[src/hdl/mwvs_pkg.sv]
// Package with the types, constants and helpers of the variable store.
package mwvs_pkg;

   // Each region holds this many entries; a row gathers one entry of each region.
   localparam int unsigned ROW_COUNT = 64;
   localparam int unsigned ROW_W     = $clog2(ROW_COUNT);

   // Last index of each region and the upper clamp bound of the byte region.
   localparam logic [15:0] FLAG_LAST = 16'h003f;
   localparam logic [15:0] BYTE_LAST = 16'h007f;
   localparam logic [15:0] WORD_LAST = 16'h00bf;
   localparam logic [15:0] BYTE_MAX  = 16'd255;

   // Operation codes of an input item.
   typedef enum logic [2:0] {
      OP_SET    = 3'd0,
      OP_CLEAR  = 3'd1,
      OP_TOGGLE = 3'd2,
      OP_ADD    = 3'd3,
      OP_SUB    = 3'd4,
      OP_KEEP   = 3'd5,
      OP_LOAD   = 3'd6,
      OP_HOLD   = 3'd7
   } op_mode_type;

   // Region that an index falls into.
   typedef enum logic [1:0] {
      REGION_FLAG,
      REGION_BYTE,
      REGION_WORD,
      REGION_NONE
   } region_type;

   // One memory row: the flag, byte and word that share the low index bits.
   typedef struct packed {
      logic [15:0] word_val;
      logic [7:0]  byte_val;
      logic        flag_val;
   } row_type;

   // Classify an index into its region.
   function automatic region_type region_of(input logic [15:0] idx);
      region_type r;
      if (idx <= FLAG_LAST) begin
         r = REGION_FLAG;
      end else if (idx <= BYTE_LAST) begin
         r = REGION_BYTE;
      end else if (idx <= WORD_LAST) begin
         r = REGION_WORD;
      end else begin
         r = REGION_NONE;
      end
      return r;
   endfunction

   // Clamp a 16-bit signed value to the byte range 0..255.
   function automatic logic [15:0] clamp_byte(input logic [15:0] v);
      logic [15:0] r;
      if (v[15]) begin
         r = '0;
      end else if (v > BYTE_MAX) begin
         r = BYTE_MAX;
      end else begin
         r = v;
      end
      return r;
   endfunction

endpackage

[src/hdl/mwvs_if.sv]
// Handshake interfaces of the request and response channels.

// Request channel: one read-modify-write command per transfer.
interface mwvs_req_if;
   logic        valid;
   logic        ready;
   logic [15:0] var_index;
   logic [2:0]  op_mode;
   logic signed [15:0] operand_value;

   modport source (output valid, output var_index, output op_mode, output operand_value,
                   input ready);
   modport sink (input valid, input var_index, input op_mode, input operand_value,
                 output ready);
endinterface

// Response channel: the new value of the variable, one per request.
interface mwvs_rsp_if;
   logic        valid;
   logic        ready;
   logic signed [15:0] new_value;

   modport source (output valid, output new_value, input ready);
   modport sink (input valid, input new_value, output ready);
endinterface

[src/hdl/mixed_width_variable_store_rmw_unit.sv]
// Mixed-width variable store: 64 flags, 64 bytes and 64 words with read-modify-write.
//
// Usage:
//   req carries var_index, op_mode and operand_value; a transfer happens at a
//   rising edge with valid and ready high. rsp returns new_value, one transfer
//   per request, in request order.
//   Indices 0-63 address flags, 64-127 bytes (clamped to 0..255), 128-191
//   signed words; other indices read as zero and store nothing.
// Pipeline and throughput:
//   A request reads its row from a 64-row memory at the transfer edge into
//   the modify stage, which modifies and writes the row back and loads the
//   output register once that register is empty or rsp is ready; rsp.valid
//   comes straight from the output register.
//   One request per cycle is sustained while rsp is ready; a write to the same
//   row by the previous request is forwarded, so back-to-back updates see each other.
// Reset:
//   Synchronous, active high. A per-row valid bit is cleared, so every
//   variable reads as zero afterward; no clearing pass is needed.
// Stalls:
//   While rsp is stalled the output register holds; one more request can sit
//   in the modify stage, and then req.ready drops until the output drains.
module mixed_width_variable_store_rmw_unit (
   input  logic          clock,
   input  logic          reset,
   mwvs_req_if.sink      req,
   mwvs_rsp_if.source    rsp
);

   // Row memory and its per-row valid bits.
   mwvs_pkg::row_type rows_mem [mwvs_pkg::ROW_COUNT];
   logic [mwvs_pkg::ROW_COUNT-1:0] row_valid_ff, row_valid_in;

   // Modify stage registers.
   logic               s1_valid_ff, s1_valid_in;
   logic [15:0]        s1_index_ff;
   logic [2:0]         s1_mode_ff;
   logic [15:0]        s1_operand_ff;
   mwvs_pkg::row_type  rd_row_ff;
   logic               rd_valid_ff;
   logic               fwd_hit_ff;
   mwvs_pkg::row_type  fwd_row_ff;

   // Output register.
   logic               rsp_valid_ff, rsp_valid_in;
   logic [15:0]        rsp_value_ff;

   // Combinational signals.
   logic                          req_fire;
   logic                          s1_advance;
   logic                          wr_en;
   logic [mwvs_pkg::ROW_W-1:0]    req_row;
   logic [mwvs_pkg::ROW_W-1:0]    s1_row;
   mwvs_pkg::region_type          s1_region;
   mwvs_pkg::row_type             cur_row;
   mwvs_pkg::row_type             new_row;
   logic [15:0]                   cur_value;
   logic [15:0]                   res_value;
   logic [15:0]                   out_value;

   // Handshake control.
   assign s1_advance = s1_valid_ff && (!rsp_valid_ff || rsp.ready);
   assign req.ready  = !s1_valid_ff || s1_advance;
   assign req_fire   = req.valid && req.ready;
   assign req_row    = req.var_index[mwvs_pkg::ROW_W-1:0];
   assign s1_row     = s1_index_ff[mwvs_pkg::ROW_W-1:0];
   assign s1_region  = mwvs_pkg::region_of(s1_index_ff);
   assign wr_en      = s1_advance && (s1_region != mwvs_pkg::REGION_NONE);

   // Current row: forwarded write, stored row, or zero for a never-written row.
   always_comb begin
      if (fwd_hit_ff) begin
         cur_row = fwd_row_ff;
      end else if (rd_valid_ff) begin
         cur_row = rd_row_ff;
      end else begin
         cur_row = '0;
      end
   end

   // Pick the addressed variable out of the row.
   always_comb begin
      unique case (s1_region)
         mwvs_pkg::REGION_FLAG: cur_value = {15'd0, cur_row.flag_val};
         mwvs_pkg::REGION_BYTE: cur_value = {8'd0, cur_row.byte_val};
         mwvs_pkg::REGION_WORD: cur_value = cur_row.word_val;
         default:               cur_value = '0;
      endcase
   end

   // Apply the operation; arithmetic wraps at 16 bits.
   always_comb begin
      unique case (mwvs_pkg::op_mode_type'(s1_mode_ff))
         mwvs_pkg::OP_SET:    res_value = 16'd1;
         mwvs_pkg::OP_CLEAR:  res_value = 16'd0;
         mwvs_pkg::OP_TOGGLE: res_value = (cur_value != 16'd0) ? 16'd0 : 16'd1;
         mwvs_pkg::OP_ADD:    res_value = cur_value + s1_operand_ff;
         mwvs_pkg::OP_SUB:    res_value = cur_value - s1_operand_ff;
         mwvs_pkg::OP_LOAD:   res_value = s1_operand_ff;
         default:             res_value = cur_value;
      endcase
   end

   // Normalize into the region's width and build the row to write back.
   always_comb begin
      new_row   = cur_row;
      out_value = res_value;
      unique case (s1_region)
         mwvs_pkg::REGION_FLAG: begin
            new_row.flag_val = (res_value != 16'd0);
         end
         mwvs_pkg::REGION_BYTE: begin
            out_value        = mwvs_pkg::clamp_byte(res_value);
            new_row.byte_val = out_value[7:0];
         end
         mwvs_pkg::REGION_WORD: begin
            new_row.word_val = res_value;
         end
         default: begin
            new_row = cur_row;
         end
      endcase
   end

   // Memory write-back and registered read of the incoming request's row.
   always_ff @(posedge clock) begin
      if (wr_en) begin
         rows_mem[s1_row] <= new_row;
      end
      if (req_fire) begin
         rd_row_ff <= rows_mem[req_row];
      end
   end

   // Valid bits: set on write, cleared at reset.
   always_comb begin
      row_valid_in = row_valid_ff;
      if (wr_en) begin
         row_valid_in[s1_row] = 1'b1;
      end
   end

   // Stage valid flags.
   always_comb begin
      s1_valid_in  = req_fire || (s1_valid_ff && !s1_advance);
      rsp_valid_in = s1_advance || (rsp_valid_ff && !rsp.ready);
   end

   // Control registers.
   always_ff @(posedge clock) begin
      if (reset) begin
         row_valid_ff <= '0;
         s1_valid_ff  <= 1'b0;
         rsp_valid_ff <= 1'b0;
      end else begin
         row_valid_ff <= row_valid_in;
         s1_valid_ff  <= s1_valid_in;
         rsp_valid_ff <= rsp_valid_in;
      end
   end

   // Request payload, stored valid bit and forwarding capture at the transfer.
   always_ff @(posedge clock) begin
      if (req_fire) begin
         s1_index_ff   <= req.var_index;
         s1_mode_ff    <= req.op_mode;
         s1_operand_ff <= req.operand_value;
         rd_valid_ff   <= row_valid_ff[req_row];
         fwd_hit_ff    <= wr_en && (s1_row == req_row);
         fwd_row_ff    <= new_row;
      end
   end

   // Output payload register.
   always_ff @(posedge clock) begin
      if (s1_advance) begin
         rsp_value_ff <= out_value;
      end
   end

   assign rsp.valid     = rsp_valid_ff;
   assign rsp.new_value = rsp_value_ff;

endmodule

[src/flat_wrapper.sv]
// flat-port wrapper written by rule: the top's interface ports become plain ports
module mixed_width_variable_store_rmw_unit_flat 
  (clock, reset, req_valid, req_var_index, req_op_mode, req_operand_value, req_ready, rsp_valid, rsp_new_value, rsp_ready);
  mwvs_req_if req_i ();
  mwvs_rsp_if rsp_i ();
  input  logic clock;
  input  logic reset;
  input wire logic [$bits(req_i.valid)-1:0] req_valid;
  input wire logic [$bits(req_i.var_index)-1:0] req_var_index;
  input wire logic [$bits(req_i.op_mode)-1:0] req_op_mode;
  input wire logic [$bits(req_i.operand_value)-1:0] req_operand_value;
  output wire logic [$bits(req_i.ready)-1:0] req_ready;
  output wire logic [$bits(rsp_i.valid)-1:0] rsp_valid;
  output wire logic [$bits(rsp_i.new_value)-1:0] rsp_new_value;
  input wire logic [$bits(rsp_i.ready)-1:0] rsp_ready;
  assign req_i.valid = req_valid;
  assign req_i.var_index = req_var_index;
  assign req_i.op_mode = req_op_mode;
  assign req_i.operand_value = req_operand_value;
  assign req_ready = req_i.ready;
  assign rsp_valid = rsp_i.valid;
  assign rsp_new_value = rsp_i.new_value;
  assign rsp_i.ready = rsp_ready;
  mixed_width_variable_store_rmw_unit u_core (.clock(clock), .reset(reset), .req(req_i), .rsp(rsp_i));
endmodule
[config.mk]
export PLATFORM = sky130hd
export DESIGN_NAME = mixed_width_variable_store_rmw_unit_flat
export DESIGN_NICKNAME = d
export VERILOG_FILES = /design/src/hdl/mwvs_pkg.sv /design/src/hdl/mwvs_if.sv /design/src/hdl/mixed_width_variable_store_rmw_unit.sv /design/src/flat_wrapper.sv
export SDC_FILE = /design/constraint.sdc
export NUM_CORES = 2
export LEC_CHECK = 0
export BUFFER_PORTS_ARGS = -buffer_cell sky130_fd_sc_hd__buf_2
export CORE_ASPECT_RATIO = 1.4
export CORE_MARGIN = 5
export CORE_UTILIZATION = 46
export DETAILED_ROUTE_END_ITERATION = 8
export GPL_TIMING_DRIVEN = 0
export PLACE_DENSITY_LB_ADDON = 0.25
export RECOVER_POWER = 25
export SYNTH_ARGS = -nofsm -noshare
export SYNTH_HDL_FRONTEND = slang
export SYNTH_SLANG_ARGS = --single-unit
[constraint.sdc]
create_clock -name clock -period 23.5 [get_ports clock]
set_input_delay 1.175 -clock clock [delete_from_list [all_inputs] [get_ports clock]]
set_output_delay 1.175 -clock clock [all_outputs]
set_load 0.01 [all_outputs]
==> qor.yml <==
fin_skew_ps: 31.92
initialDrtViolationCount: 3354
synth_cells: 3069
cts.htree.levels: 4
clock_path_buffers: 3
synth_area_um2: 68880
maxSlewHeadroom: -1.160
cts_tree: "done"
drc: 0
io_buffer_count: 55
synth-seq-cells: 1769
path_clk_slew_ps: 70
first_pass_iters: 7
cts_root_buf: "clkbuf_16"
fin_crit_sh: 0.3107
startpoint_type: "flip-flop"
fp.coreArea_um2: 149200
drive_gt1_frac: 0.2687
tns_ps: 0
drt_wl_total_um: 176800
setup_viol: 0
post-cts-setup-buffers: 0
gp_congestion: 0.9272
cts_repair_resize_count: 0
dieWidth_um: 337.0
cap_violations: 29
synth.area.top_cells: "edfxtp_1 (74%), mux4_2 (18%), dfxtp_1 (1.9%), nor2_1 (1.2%), clkbuf_1 (0.60%)"
synth-edff-count: 1703
post-dp-hpwl_um: 123500
synth_top_area_frac: 0.7424
grt_pass1_vias: 34470
via_per_inst: 6.063
die-area_um2: 157700
power.leakage_nw: 24.61
worst_slew_pin_slew_ps: 3241
crit_path_end_kind: "flip-flop"
yosysTopAreaCell: "edfxtp_1"
initial_core_util: 0.4615
cp.required_ps: 23990
status: "complete, but fails checks"
fin_cells: 5476
yosysSeqAreaShare: 0.7616
wl_per_cell_um: 32.29
fin_crit_ps: 7302
numCtsBuffers: 157
nets: 3449
clock_latency_ps: 790
vdd_drop_max_v: 0.00005901
cp.arrival_ps: 7790
path_class: "flip-flop to flip-flop"
synth_warnings: 0
rsz0062_at_grt: "false"
hold_violations: 0
drv_slew: 612
grt_max_degree: 59
crit_fanout: 33
violations: "max-capacitance violations, max-slew violations"
syn2layout_area_growth_pct: 14.40
synth_ff_type: "edfxtp_1"
rows: 168
power_density_nw_per_um2: 80.82
final_util: 0.5280
fmax_mhz: 136.9
grt_usage: 0.2264
io_pins: 57
cts_sinks: 1769
ant_nets: 0
fp.dieH_um: 467.9
synth-async-reset-ratio: 0
cts_hold_buf: 0
post-place-cells: 5188
hp-class: "flip-flop to flip-flop"
dr_total_vias: 33200
syn_nets: 3125
grt_pass1_wl_um: 252700
antenna_found_initial: 9
overflow: 0
synth.distinct_cells: 77
avgSynthCellArea_um2: 22.44
[worst max-delay path: stages (launching register included)]
cell,delay [ps]
edfxtp_1,400
buf_2,210
nor2b_1,310
clkbuf_1,410
buf_1,400
a22o_1,240
nand3b_1,80
a21boi_0,540
inv_1,100
ha_1,240
fa_1,470
nor2b_1,170
o31a_1,250
o41ai_2,140
o21bai_1,210
nor4b_1,80
nor3_1,700
o2111ai_2,440
a2111oi_2,710
a31oi_4,520
buf_12,340
[per-layer routing]
layer / up-vias / routed length [um] / track usage
met2: 1345 / 90490 / 0.3880
met5: - / 29 / 0
met3: 415 / 12090 / 0.04492
met4: 4 / 11880 / 0.1272
met1: 17760 / 62350 / 0.2690
li1: 13680 / - / -
[metrics by stage]
step	setup slack [ps]	power, W	hold WS (ps)	cell area (um2)
5_1_grt	15940	0.006556	495.4	78780
2_1_floorplan	15810	0.003777	434.8	68880
6_report	16200	0.006369	469.2	78800
3_5_place_dp	16430	0.003961	456.4	74820
3_3_place_gp	10460	0.003937	443.7	71600
4_1_cts	16380	0.006417	470.2	79670
[flip-flops by register name, indices dropped and copies added (netlist names)]
name                  count
u_core.rows_mem        1600
u_core.rd_row_ff         25
u_core.rd_valid_ff        1
u_core.fwd_hit_ff         1
u_core.s1_valid_ff        1
u_core.row_valid_ff      64
u_core.s1_mode_ff         3
u_core.s1_index_ff       16
u_core.fwd_row_ff        25
u_core.s1_operand_ff     16
u_core.rsp.new_value     16
u_core.rsp.valid          1
[cell families (layout without fill, tap and decap cells)]
family | after synthesis | in the layout | synth area share
flops | 1769 | 1769 | 0.7616
mux | 553 | 553 | 0.1797
simple gates | 359 | 359 | 0.02374
compound gates | 173 | 173 | 0.01891
buf+inv | 172 | 616 | 0.009518
xor+xnor | 26 | 26 | 0.003306
fa+ha+maj | 17 | 17 | 0.003197
other cells | 0 | 8 | 0
[worst paths after layout]
path                           start                       to  slack (ps)  depth (start not counted)
max                u_core.fwd_hit_ff   u_core.rows_mem[35][0]       16200                         20
min          u_core.row_valid_ff[46]  u_core.row_valid_ff[46]         470                          2
max reg2reg        u_core.fwd_hit_ff   u_core.rows_mem[35][0]       16200                         20
min reg2reg  u_core.row_valid_ff[46]  u_core.row_valid_ff[46]         470                          2
[area by class of cell]
cell class,instances,area (um2)
fill,11410,70440
clock buffer,201,4167
timing repair buffer,165,2163
buffer,159,609.3
tap,1955,2446
clock inverter,78,686.9
inverter,13,48.80
multi-input combinational,1128,16200
antenna,8,20.02
sequential,1769,52460
[report_power, final]
group / switching, W / leakage [nW] / internal (W)
combinational: 0.000253 / 6.03 / 0.000147
clock: 0.00112 / 2.36 / 0.00136
sequential: 0.00000773 / 16.2 / 0.00348
[cells in the mapped netlist (16+ instances only)]
library cell     n
edfxtp_1      1703
dfxtp_1         66
xnor2_1         17
buf_1           43
nor2_1         227
a21oi_1         30
clkbuf_1       110
o21ai_0         20
mux4_2         546
ha_1            16
nand2_1         36
[cells in the final DEF (no fill, tap or decap), types with 9 or more instances in the layout]
master	Yosys	routed
o22ai_1	13	10
buf_2	5	37
inv_1	12	12
xnor2_1	17	17
buf_12	0	44
nand2b_1	9	9
o21ba_2	10	10
nor3_1	12	12
a21oi_1	30	22
nor2_4	2	19
bufinv_16	0	9
buf_1	43	42
clkinv_2	0	15
ha_1	16	16
mux4_2	546	546
edfxtp_1	1703	1703
xor2_1	9	9
a21o_1	10	10
clkbuf_16	0	159
a22oi_1	15	15
o21ai_0	20	19
clkinv_1	1	37
nor2_1	227	210
nand2_1	36	36
buf_8	0	11
buf_16	0	28
clkbuf_1	110	199
dfxtp_1	66	66
a22o_1	15	15
(Power assumes the default switching activity.)
